**config.mk**
```make
export PLATFORM = sky130hd
export DESIGN_NAME = ttu_front
export DESIGN_NICKNAME = d
export VERILOG_FILES = /design/src/hdl/ttu_pkg.sv /design/src/hdl/ttu_front.sv
export SDC_FILE = /design/constraint.sdc
export NUM_CORES = 1
export LEC_CHECK = 0
export BUFFER_PORTS_ARGS = -buffer_cell sky130_fd_sc_hd__buf_2
export CAP_MARGIN = 20
export CORE_AREA = 2 2 209 211
export CTS_CLUSTER_DIAMETER = 50
export DETAILED_ROUTE_END_ITERATION = 10
export DIE_AREA = 0 0 211 213
export GPL_ROUTABILITY_DRIVEN = 1
export PLACE_DENSITY = 0.87
export SLEW_MARGIN = 20
export SYNTH_ARGS = -nofsm -noshare
export SYNTH_HDL_FRONTEND = slang
export SYNTH_SLANG_ARGS = --single-unit
```
**constraint.sdc**
```tcl
create_clock -name clk_i -period 10.74 [get_ports clk_i]
set_input_delay 1.074 -clock clk_i [delete_from_list [all_inputs] [get_ports clk_i]]
set_output_delay 1.074 -clock clk_i [all_outputs]
set_load 0.1 [all_outputs]
```
**src/hdl/ttu_pkg.sv**
```systemverilog
`timescale 1ns / 1ps

package ttu_pkg;

  // Fixed point and datapath widths
  localparam int FRAC_BITS = 16;
  localparam int CW        = 32;             // coordinate and tangent width
  localparam int DW        = CW + 1;         // corner difference width
  localparam int PW        = 2 * DW;         // product and sum width, signed
  localparam int MAGW      = PW - 1;         // magnitude width of a sum
  localparam int NMW       = MAGW + FRAC_BITS; // scaled numerator magnitude
  localparam int QW        = CW;             // quotient bits developed
  localparam int RIW       = NMW - QW;       // initial partial remainder width
  localparam int QCW       = $clog2(QW);     // divider step counter width

  // Multiply schedule: two products for det and for each numerator
  localparam int MUL_STEPS = 8;
  localparam int MCW       = $clog2(MUL_STEPS + 1);

  // Job queue between front and back, depth a power of two
  localparam int JOB_DEPTH = 2;
  localparam int JPW       = $clog2(JOB_DEPTH);

  // Corner position within the open triangle
  localparam logic [1:0] CORNER_0 = 2'd0;
  localparam logic [1:0] CORNER_1 = 2'd1;
  localparam logic [1:0] CORNER_2 = 2'd2;

  typedef struct packed {
    logic [CW-1:0] pos_x;
    logic [CW-1:0] pos_y;
    logic [CW-1:0] pos_z;
    logic [CW-1:0] tex_u;
    logic [CW-1:0] tex_v;
  } corner_t;

  typedef struct packed {
    logic [2:0][DW-1:0] dp1;
    logic [2:0][DW-1:0] dp2;
    logic [DW-1:0]      du1;
    logic [DW-1:0]      dv1;
    logic [DW-1:0]      du2;
    logic [DW-1:0]      dv2;
  } job_t;

  typedef struct packed {
    logic full;
    logic empty;
  } fifo_stat_t;

  typedef enum logic [2:0] {
    ST_IDLE,
    ST_MUL,
    ST_PREP,
    ST_ITER,
    ST_FIN,
    ST_DONE
  } back_state_e;

endpackage

```
**src/hdl/ttu_front.sv**
```systemverilog
`timescale 1ns / 1ps

module ttu_front (
  input  logic                      clk_i,
  input  logic                      rst_ni,
  input  logic                      in_valid_i,
  output logic                      in_ready_o,
  input  ttu_pkg::corner_t          corner_i,
  input  ttu_pkg::fifo_stat_t       stat_i,
  output logic                      push_o,
  output ttu_pkg::job_t             job_o
);

  logic [1:0]       cnt_q, cnt_d;
  logic [1:0]       pos;
  logic             accept;
  ttu_pkg::corner_t c0_q, c1_q;

  // Treat the unused counter code as the first corner
  always_comb begin
    pos = (cnt_q == 2'd3) ? ttu_pkg::CORNER_0 : cnt_q;
  end

  // Closing corner waits for room in the job queue
  assign in_ready_o = (pos != ttu_pkg::CORNER_2) || !stat_i.full;
  assign accept     = in_valid_i && in_ready_o;
  assign push_o     = accept && (pos == ttu_pkg::CORNER_2);

  always_comb begin
    cnt_d = cnt_q;
    if (accept) begin
      cnt_d = (pos == ttu_pkg::CORNER_2) ? ttu_pkg::CORNER_0 : pos + 2'd1;
    end
  end

  always_ff @(posedge clk_i or negedge rst_ni) begin
    if (!rst_ni) begin
      cnt_q <= ttu_pkg::CORNER_0;
    end else begin
      cnt_q <= cnt_d;
    end
  end

  // Hold the first two corners of the open triangle
  always_ff @(posedge clk_i) begin
    if (accept && pos == ttu_pkg::CORNER_0) begin
      c0_q <= corner_i;
    end
    if (accept && pos == ttu_pkg::CORNER_1) begin
      c1_q <= corner_i;
    end
  end

  // Edge and texture differences, sign extended by one bit
  always_comb begin
    job_o.dp1[0] = {c1_q.pos_x[ttu_pkg::CW-1], c1_q.pos_x}
                 - {c0_q.pos_x[ttu_pkg::CW-1], c0_q.pos_x};
    job_o.dp1[1] = {c1_q.pos_y[ttu_pkg::CW-1], c1_q.pos_y}
                 - {c0_q.pos_y[ttu_pkg::CW-1], c0_q.pos_y};
    job_o.dp1[2] = {c1_q.pos_z[ttu_pkg::CW-1], c1_q.pos_z}
                 - {c0_q.pos_z[ttu_pkg::CW-1], c0_q.pos_z};
    job_o.dp2[0] = {corner_i.pos_x[ttu_pkg::CW-1], corner_i.pos_x}
                 - {c0_q.pos_x[ttu_pkg::CW-1], c0_q.pos_x};
    job_o.dp2[1] = {corner_i.pos_y[ttu_pkg::CW-1], corner_i.pos_y}
                 - {c0_q.pos_y[ttu_pkg::CW-1], c0_q.pos_y};
    job_o.dp2[2] = {corner_i.pos_z[ttu_pkg::CW-1], corner_i.pos_z}
                 - {c0_q.pos_z[ttu_pkg::CW-1], c0_q.pos_z};
    job_o.du1    = {c1_q.tex_u[ttu_pkg::CW-1], c1_q.tex_u}
                 - {c0_q.tex_u[ttu_pkg::CW-1], c0_q.tex_u};
    job_o.dv1    = {c1_q.tex_v[ttu_pkg::CW-1], c1_q.tex_v}
                 - {c0_q.tex_v[ttu_pkg::CW-1], c0_q.tex_v};
    job_o.du2    = {corner_i.tex_u[ttu_pkg::CW-1], corner_i.tex_u}
                 - {c0_q.tex_u[ttu_pkg::CW-1], c0_q.tex_u};
    job_o.dv2    = {corner_i.tex_v[ttu_pkg::CW-1], corner_i.tex_v}
                 - {c0_q.tex_v[ttu_pkg::CW-1], c0_q.tex_v};
  end

endmodule

```
==> out/metrics.cfg <==
[placed_design]
port_buffers=495
gp_congestion=0.965
placed_cell_area_um2=29200
dpl.hpwl_um=58200

[timing]
worst_slew_pin_slew_ns=1.03
final_hold_viol_count=0
hold_ws_ns=0.296
finalSetupViolations=0
slew_headroom=0.311
rsz0062_at_grt=false
min_period_over_period=0.534
fmax_mhz=174
skew_ns=0.0225
setup_tns_ns=0
period_needed_ns=5.74
slew_violations=0

[setup_path]
cp_num_buf_inv=3
slowest_stage=a221oi_1
reg2regPathDepth=5
cp-start-kind=input port
worstPathRequired_ns=9.67
critPathMostFrequentCell=buf_2
max_stage_delay_ns=0.50
cp-end-kind=primary output
crit_type=in2out
crit_fanout=4
worstPathCellList=buf_2 -> inv_1 -> ha_1 -> fa_1 -> nor2b_1 -> o211ai_1 -> a221oi_1 -> o41a_1 -> and4_1 -> o2111ai_1 -> a31oi_1 -> nand4_1 -> o311ai_0 -> buf_2
path_delay_family=compound AO/OA/AOI/OAI gates
cp_num_cells=14
crit_arrival_ns=4.66
r2r_slack_ns=8.07

[drt]
routed-wl-met3_um=6020
met1Wirelength_um=29500
drtIter0Drc=1948
viasPerCell=6.08
top_layer=met5
antenna_left=0
route.detailed.drc=0
routed_wl_um=74900
drt_pre_antenna_iters=7
wl_met2_um=35400
wl_per_cell_um=19.5
vias=23318

[synthesis]
syn_area_per_cell_um2=9.56
syn_inst=2735
synth.area.top_cells=edfxtp_1 37%, ha_1 15%, xnor2_1 6.4%
async_flop_share=0.00621
yosys_register_bits=322
syn_area_um2=26100
yosysWarnings=0
yosys.area.top_type=edfxtp_1
yosysTopAreaCellShare=0.368
ys.flop_type=edfxtp_1
synth_nets=3233
ys_seq_area_frac=0.370
synthDistinctLibCells=75
synth_edf_count=320

[floorplan]
io_pins=497
placementRows=76
die_w_um=211
dieArea_um2=44900
coreArea_um2=42700
die_h_um=213
start_util=0.612

[global_routing]
grt_pass1_vias=22521
grt_pass1_wl_um=115000
grt_max_degree=69
grt_overflow=0
antenna_found_initial=30
grt_usage=0.320

[finish]
final_util=0.721
drive_gt1_frac=0.182
layout_common_cells=495 x buf_2, 323 x ha_1, 320 x edfxtp_1, 263 x a21oi_1, 257 x inv_1
final_common_cell=buf_2
area_growth_syn_to_layout_pct=17.7
fin_area_um2=30800
final_nets=3730

[min_path]
hold_class=in2async

[clock_tree]
holdBufCountCts=0
post_cts_resize_count=0
clk_path_buf_depth=3
cts_tree=done
cts_htree_levels=2
clock_sinks=322
cts_setup_buffers=0
clkLatencyLatePin_ns=0.58
path_clk_slew_ns=0.05
cts_buffers=45
clock-root-buffer=clkbuf_16

[status]
status=completed

[flow_run]
maxCapViolCount=0

==> cells in the mapped netlist, drive strengths merged, types with 28 or more instances <==
library cell,instances
a21o,134
nand2,167
nor3,38
and3,28
xor2,82
edfxtp,320
a21oi,263
nand4,36
a31oi,32
nand3,52
o21ai,155
nor2,168
nor2b,46
nand2b,31
o21bai,29
a211oi,30
ha,323
clkbuf,48
o21a,54
inv,257
xnor2,190
==> flip-flops by register name, indices dropped and copies added, names as in the netlist <==
register  flops
c0_q        160
c1_q        160
cnt_q         2
==> worst paths after layout <==
check	startpoint	endpoint
min in group clk_i	cnt_q[0]	cnt_q[0]
worst max register to register	cnt_q[0]	c0_q[26]
worst max-delay path	corner_i[128]	job_o[162]
max in group asynchronous	rst_ni	cnt_q[1]
worst min register to register	cnt_q[0]	cnt_q[0]
worst min-delay path	rst_ni	cnt_q[0]
==> stage by stage <==
stage	cells	worst slack [ns]
floorplan	2735	3.23
global placement	3731	5.21
detailed placement	3731	5.08
CTS	3813	5.05
global route	3834	4.73
finish	3837	5.00
==> area by class of cell <==
type	count	area [um2]
clock buffer	50	1140
tap	546	683
timing repair buffer	499	2510
inverter	257	965
antenna	24	60.1
clock inverter	32	417
sequential	322	9660
fill	3079	11900
multi-input combinational	2107	15300
==> cells by family (layout without fill, tap and decap cells) <==
family / count (synthesis) / count (layout) / synth area share
AOI/OAI and AO/OA: 865 / 865 / 0.214
DFF: 322 / 322 / 0.370
muxes: 4 / 4 / 0.00163
other: 0 / 24 / 0
xor gates and xnor gates: 272 / 272 / 0.0912
adders and majority gates: 333 / 333 / 0.162
and+or+nand+nor: 633 / 633 / 0.118
buffers and inverters: 306 / 838 / 0.0439
==> metal layers <==
metal,vias up,global-route usage
li1,11137,-
met1,10909,0.383
met2,1034,0.539
met3,226,0.0710
met4,12,0.169
met5,-,0
Power is not shown: default switching activity piles up to over one toggle a cycle in this logic, so the estimate is an artifact.
