==> config.mk <==
export PLATFORM = sky130hd
export DESIGN_NAME = ttu_job_fifo
export DESIGN_NICKNAME = d
export VERILOG_FILES = /design/src/hdl/ttu_pkg.sv /design/src/hdl/ttu_job_fifo.sv
export SDC_FILE = /design/constraint.sdc
export NUM_CORES = 1
export LEC_CHECK = 0
export BUFFER_PORTS_ARGS = -buffer_cell sky130_fd_sc_hd__buf_2
export CORE_MARGIN = 2
export CORE_UTILIZATION = 35
export CTS_CLUSTER_DIAMETER = 100
export DETAILED_ROUTE_END_ITERATION = 10
export HOLD_SLACK_MARGIN = 0.06
export PLACE_DENSITY_LB_ADDON = 0.3
export SYNTH_ARGS = -nofsm -noshare
export SYNTH_HDL_FRONTEND = slang
export SYNTH_SLANG_ARGS = --single-unit
==> constraint.sdc <==
create_clock -name clk_i -period 26.7 [get_ports clk_i]
set_clock_uncertainty 0.15 [all_clocks]
set_input_delay 4.005 -clock clk_i [delete_from_list [all_inputs] [get_ports clk_i]]
set_output_delay 4.005 -clock clk_i [all_outputs]
set_load 0.05 [all_outputs]
==> src/hdl/ttu_pkg.sv <==
`timescale 1ns / 1ps

package ttu_pkg;

  // Fixed point and datapath widths
  localparam int FRAC_BITS = 16;
  localparam int CW        = 32;             // coordinate and tangent width
  localparam int DW        = CW + 1;         // corner difference width
  localparam int PW        = 2 * DW;         // product and sum width, signed
  localparam int MAGW      = PW - 1;         // magnitude width of a sum
  localparam int NMW       = MAGW + FRAC_BITS; // scaled numerator magnitude
  localparam int QW        = CW;             // quotient bits developed
  localparam int RIW       = NMW - QW;       // initial partial remainder width
  localparam int QCW       = $clog2(QW);     // divider step counter width

  // Multiply schedule: two products for det and for each numerator
  localparam int MUL_STEPS = 8;
  localparam int MCW       = $clog2(MUL_STEPS + 1);

  // Job queue between front and back, depth a power of two
  localparam int JOB_DEPTH = 2;
  localparam int JPW       = $clog2(JOB_DEPTH);

  // Corner position within the open triangle
  localparam logic [1:0] CORNER_0 = 2'd0;
  localparam logic [1:0] CORNER_1 = 2'd1;
  localparam logic [1:0] CORNER_2 = 2'd2;

  typedef struct packed {
    logic [CW-1:0] pos_x;
    logic [CW-1:0] pos_y;
    logic [CW-1:0] pos_z;
    logic [CW-1:0] tex_u;
    logic [CW-1:0] tex_v;
  } corner_t;

  typedef struct packed {
    logic [2:0][DW-1:0] dp1;
    logic [2:0][DW-1:0] dp2;
    logic [DW-1:0]      du1;
    logic [DW-1:0]      dv1;
    logic [DW-1:0]      du2;
    logic [DW-1:0]      dv2;
  } job_t;

  typedef struct packed {
    logic full;
    logic empty;
  } fifo_stat_t;

  typedef enum logic [2:0] {
    ST_IDLE,
    ST_MUL,
    ST_PREP,
    ST_ITER,
    ST_FIN,
    ST_DONE
  } back_state_e;

endpackage

==> src/hdl/ttu_job_fifo.sv <==
`timescale 1ns / 1ps

module ttu_job_fifo (
  input  logic                clk_i,
  input  logic                rst_ni,
  input  logic                push_i,
  input  ttu_pkg::job_t       push_data_i,
  input  logic                pop_i,
  output ttu_pkg::job_t       pop_data_o,
  output ttu_pkg::fifo_stat_t stat_o
);

  ttu_pkg::job_t          mem_q [ttu_pkg::JOB_DEPTH];
  logic [ttu_pkg::JPW-1:0] wr_ptr_q, wr_ptr_d;
  logic [ttu_pkg::JPW-1:0] rd_ptr_q, rd_ptr_d;
  logic [ttu_pkg::JPW:0]   fill_q, fill_d;
  logic                    do_push, do_pop;

  assign stat_o.full  = (fill_q == (ttu_pkg::JPW + 1)'(ttu_pkg::JOB_DEPTH));
  assign stat_o.empty = (fill_q == '0);
  assign do_push      = push_i && !stat_o.full;
  assign do_pop       = pop_i && !stat_o.empty;
  assign pop_data_o   = mem_q[rd_ptr_q];

  // Advance pointers with wrap at the queue depth
  always_comb begin
    wr_ptr_d = wr_ptr_q;
    rd_ptr_d = rd_ptr_q;
    fill_d   = fill_q;
    if (do_push) begin
      wr_ptr_d = (wr_ptr_q == ttu_pkg::JPW'(ttu_pkg::JOB_DEPTH - 1)) ? '0 : wr_ptr_q + 1'b1;
    end
    if (do_pop) begin
      rd_ptr_d = (rd_ptr_q == ttu_pkg::JPW'(ttu_pkg::JOB_DEPTH - 1)) ? '0 : rd_ptr_q + 1'b1;
    end
    if (do_push && !do_pop) begin
      fill_d = fill_q + 1'b1;
    end else if (do_pop && !do_push) begin
      fill_d = fill_q - 1'b1;
    end
  end

  always_ff @(posedge clk_i or negedge rst_ni) begin
    if (!rst_ni) begin
      wr_ptr_q <= '0;
      rd_ptr_q <= '0;
      fill_q   <= '0;
    end else begin
      wr_ptr_q <= wr_ptr_d;
      rd_ptr_q <= rd_ptr_d;
      fill_q   <= fill_d;
    end
  end

  // Store the pushed job
  always_ff @(posedge clk_i) begin
    if (do_push) begin
      mem_q[wr_ptr_q] <= push_data_i;
    end
  end

endmodule

==> results_dict.tcl <==
set metrics [dict create \
    status "completed" \
    grt_pass1_vias 13213 \
    vdd_drop_max_v 0.0000840 \
    clk_path_buf_depth 3 \
    firstDrtPassIters 4 \
    vias_per_cell 4.49 \
    gp_congestion 0.780 \
    syn_nets 1381 \
    setup_viol 0 \
    grt_antenna_before_repair 17 \
    worstPathArrival_ps 3830 \
    final_nets 2093 \
    stdcell_area_mm2 0.0319 \
    ys.warnings.count 0 \
    crit_type "reg -> out" \
    vias 12454 \
    routed_wl_um 56100 \
    dp_slack_ps 19290 \
    root_buffer "clkbuf_16" \
    finalHoldViolCount 0 \
    drt-wirelength-per-cell_um 20.2 \
    crit_chain "buf_12, buf_4, mux2_4, buf_2" \
    start_util_pct 35.4 \
    fillers 6230 \
    cts_tree "built" \
    io_buffers 665 \
    holdWs_ps 377 \
    ys_seq_elements 664 \
    clk_pin_slew_ps 50 \
    ant_nets 0 \
    cts_buffers 73 \
    drive_gt1_share_pct 60.9 \
    synthDistinctLibCells 17 \
    drv_cap 0 \
    required_ps 22550 \
    met3_usage_pct 6.05 \
    die_h_um 273 \
    hold_path.class "reg -> reg" \
    reg2reg_slack_ps 22770 \
    grt_pass1_wl_um 80600 \
    die_w_um 273 \
    crit_fanout 124 \
    fp.dieArea_mm2 0.0746 \
    num_rows 98 \
    core_mm2 0.0716 \
    syn_area_mm2 0.0253 \
    final_cell_count_no_fill 2773 \
    gr-usage-met2_pct 25.7 \
    slew_violations 0 \
    fin_crit_ps 7990 \
    start_kind "flop" \
    cellPowerDensity_mw_per_mm2 136 \
    drc 0 \
    grt_overflow 0 \
    rsz0062_at_grt "false" \
    dpl.hpwl_um 38700 \
    clock_sinks 664 \
    setup-tns-final_ps 0 \
    max_freq_mhz 125 \
    critPathMaxStageDelay_ps 820 \
    timing.final.ws_setup_ps 18710 \
    slowest_stage "buf_4" \
    met1_usage_pct 15.2 \
    finalCritPeriodShare_pct 29.9 \
    area_growth_pct 26.0 \
    seq_area_frac_synth_pct 78.6 \
    avgSynthCellArea_um2 24.2 \
    p_leak_nw 12.6 \
    first_iter_violations 848 \
    postCtsResizedCells 0 \
    clock_latency_ps 590 \
    placed_cell_area_mm2 0.0295 \
    cts_hold_buf 0 \
    worst_pin_slew_ps 1160 \
    cp-end-kind "output port" \
    placed_cells 2633 \
    path_buf_inv 3 \
    grt_max_degree 156 \
    io_pins 666 \
    postCtsSetupBuffers 0 \
    relSlewSlack_pct 22.3 \
    busiest_layer "met2" \
    synth_cells 1046 \
    grt.total_usage_pct 14.5 \
    cp_top_family "buffers and inverters" \
    h-tree-depth 3 \
]
==> sequential cells by signal, indices dropped and copies added (netlist names) <==
| name | count |
|---|---|
| mem_q | 660 |
| fill_q | 2 |
| rd_ptr_q | 1 |
| wr_ptr_q | 1 |
==> area by class of cell <==
| cell class | instances | area, µm² | area share (%) |
|---|---|---|---|
| Inverter | 2 | 7.51 | 0.0235 |
| Antenna cell | 6 | 15.0 | 0.0470 |
| Multi-Input combinational cell | 343 | 4910 | 15.4 |
| Tap cell | 950 | 1190 | 3.72 |
| Sequential cell | 664 | 19900 | 62.4 |
| Clock inverter | 40 | 450 | 1.41 |
| Timing Repair Buffer | 674 | 3450 | 10.8 |
| Clock buffer | 94 | 1990 | 6.23 |
==> worst paths after layout <==
path / startpoint / endpoint / cells after the start
hold reg to reg: fill_q[1]$_DFFE_PN0P_ / fill_q[1]$_DFFE_PN0P_ / 1
max in group asynchronous: rst_ni / rd_ptr_q$_DFFE_PN0P_ / 1
setup reg to reg: fill_q[0]$_DFFE_PN0P_ / mem_q[1][53]$_DFFE_PP_ / 4
min in group asynchronous: rst_ni / wr_ptr_q$_DFFE_PN0P_ / 1
setup / recovery: rd_ptr_q$_DFFE_PN0P_ / pop_data_o[176] / 4
hold / removal: fill_q[1]$_DFFE_PN0P_ / fill_q[1]$_DFFE_PN0P_ / 1
==> layer usage <==
metal,vias to the layer above,share of wire [%]
li1,5631,-
met1,6177,35
met2,515,52
met3,115,10
met4,16,2.9
met5,-,0.17
==> cell usage in the layout, fill, tap and decap left out <==
cell type and n:
dfrtp_4 1, ha_1 1, edfxtp_1 660, nand2_1 1, mux2_4 290, o21ai_0 1, clkbuf_8 2, and3_4 1
inv_1 2, bufinv_16 8, inv_8 1, clkbuf_16 76, nor2_1 2, dfrtp_1 3, mux2_2 40, diode_2 6
clkinv_1 18, xnor2_1 3, clkbuf_1 16, clkinv_8 4, nand2b_1 1, clkinvlp_4 1, buf_12 4, nor2_4 1
clkinv_2 6, inv_16 1, buf_4 5, buf_2 665, xor2_1 2, inv_6 1
==> worst reg2reg max path, delay by kind of cell (launching register included) <==
| kind | cells | cell delay [ps] |
|---|---|---|
| buf+inv | 2 | 1940 |
| flops | 1 | 430 |
| simple gates | 2 | 960 |
==> power by group <==
group,switching (mW),internal [mW],leakage (nW)
Sequential,0.0654,1.43,6.18
Combinational,1.27,0.555,5.27
Clock,0.399,0.608,1.18
Total,1.74,2.59,12.6
==> logic make-up after synthesis <==
kind of cell / Yosys count / share of synthesized area, %
flops: 664 / 78.6
buf+inv: 39 / 2.09
simple gates: 6 / 0.109
compound gates: 1 / 0.0197
mux: 330 / 19.0
fa+ha+maj: 1 / 0.0494
xor+xnor: 5 / 0.173
==> stage by stage <==
step | utilization, % | power [mW]
after floorplan | - | 3.14
after global placement | 41.2 | 3.35
after detailed placement | 41.2 | 3.36
after CTS | 44.6 | 4.38
after global routing | 44.6 | 4.50
final | 44.6 | 4.33
==> synthesized netlist by cell type (all sizes together) <==
master	instances	area, µm²
o21ai	1	5.00
inv	2	7.51
nor2	3	11.3
nand2b	1	6.26
edfxtp	660	19800
and3	1	6.26
dfrtp	4	100
mux2	330	4800
buf	37	522
ha	1	12.5
nand2	1	3.75
xnor2	3	26.3
xor2	2	17.5
Note: power is estimated with default switching activity, not from simulation.
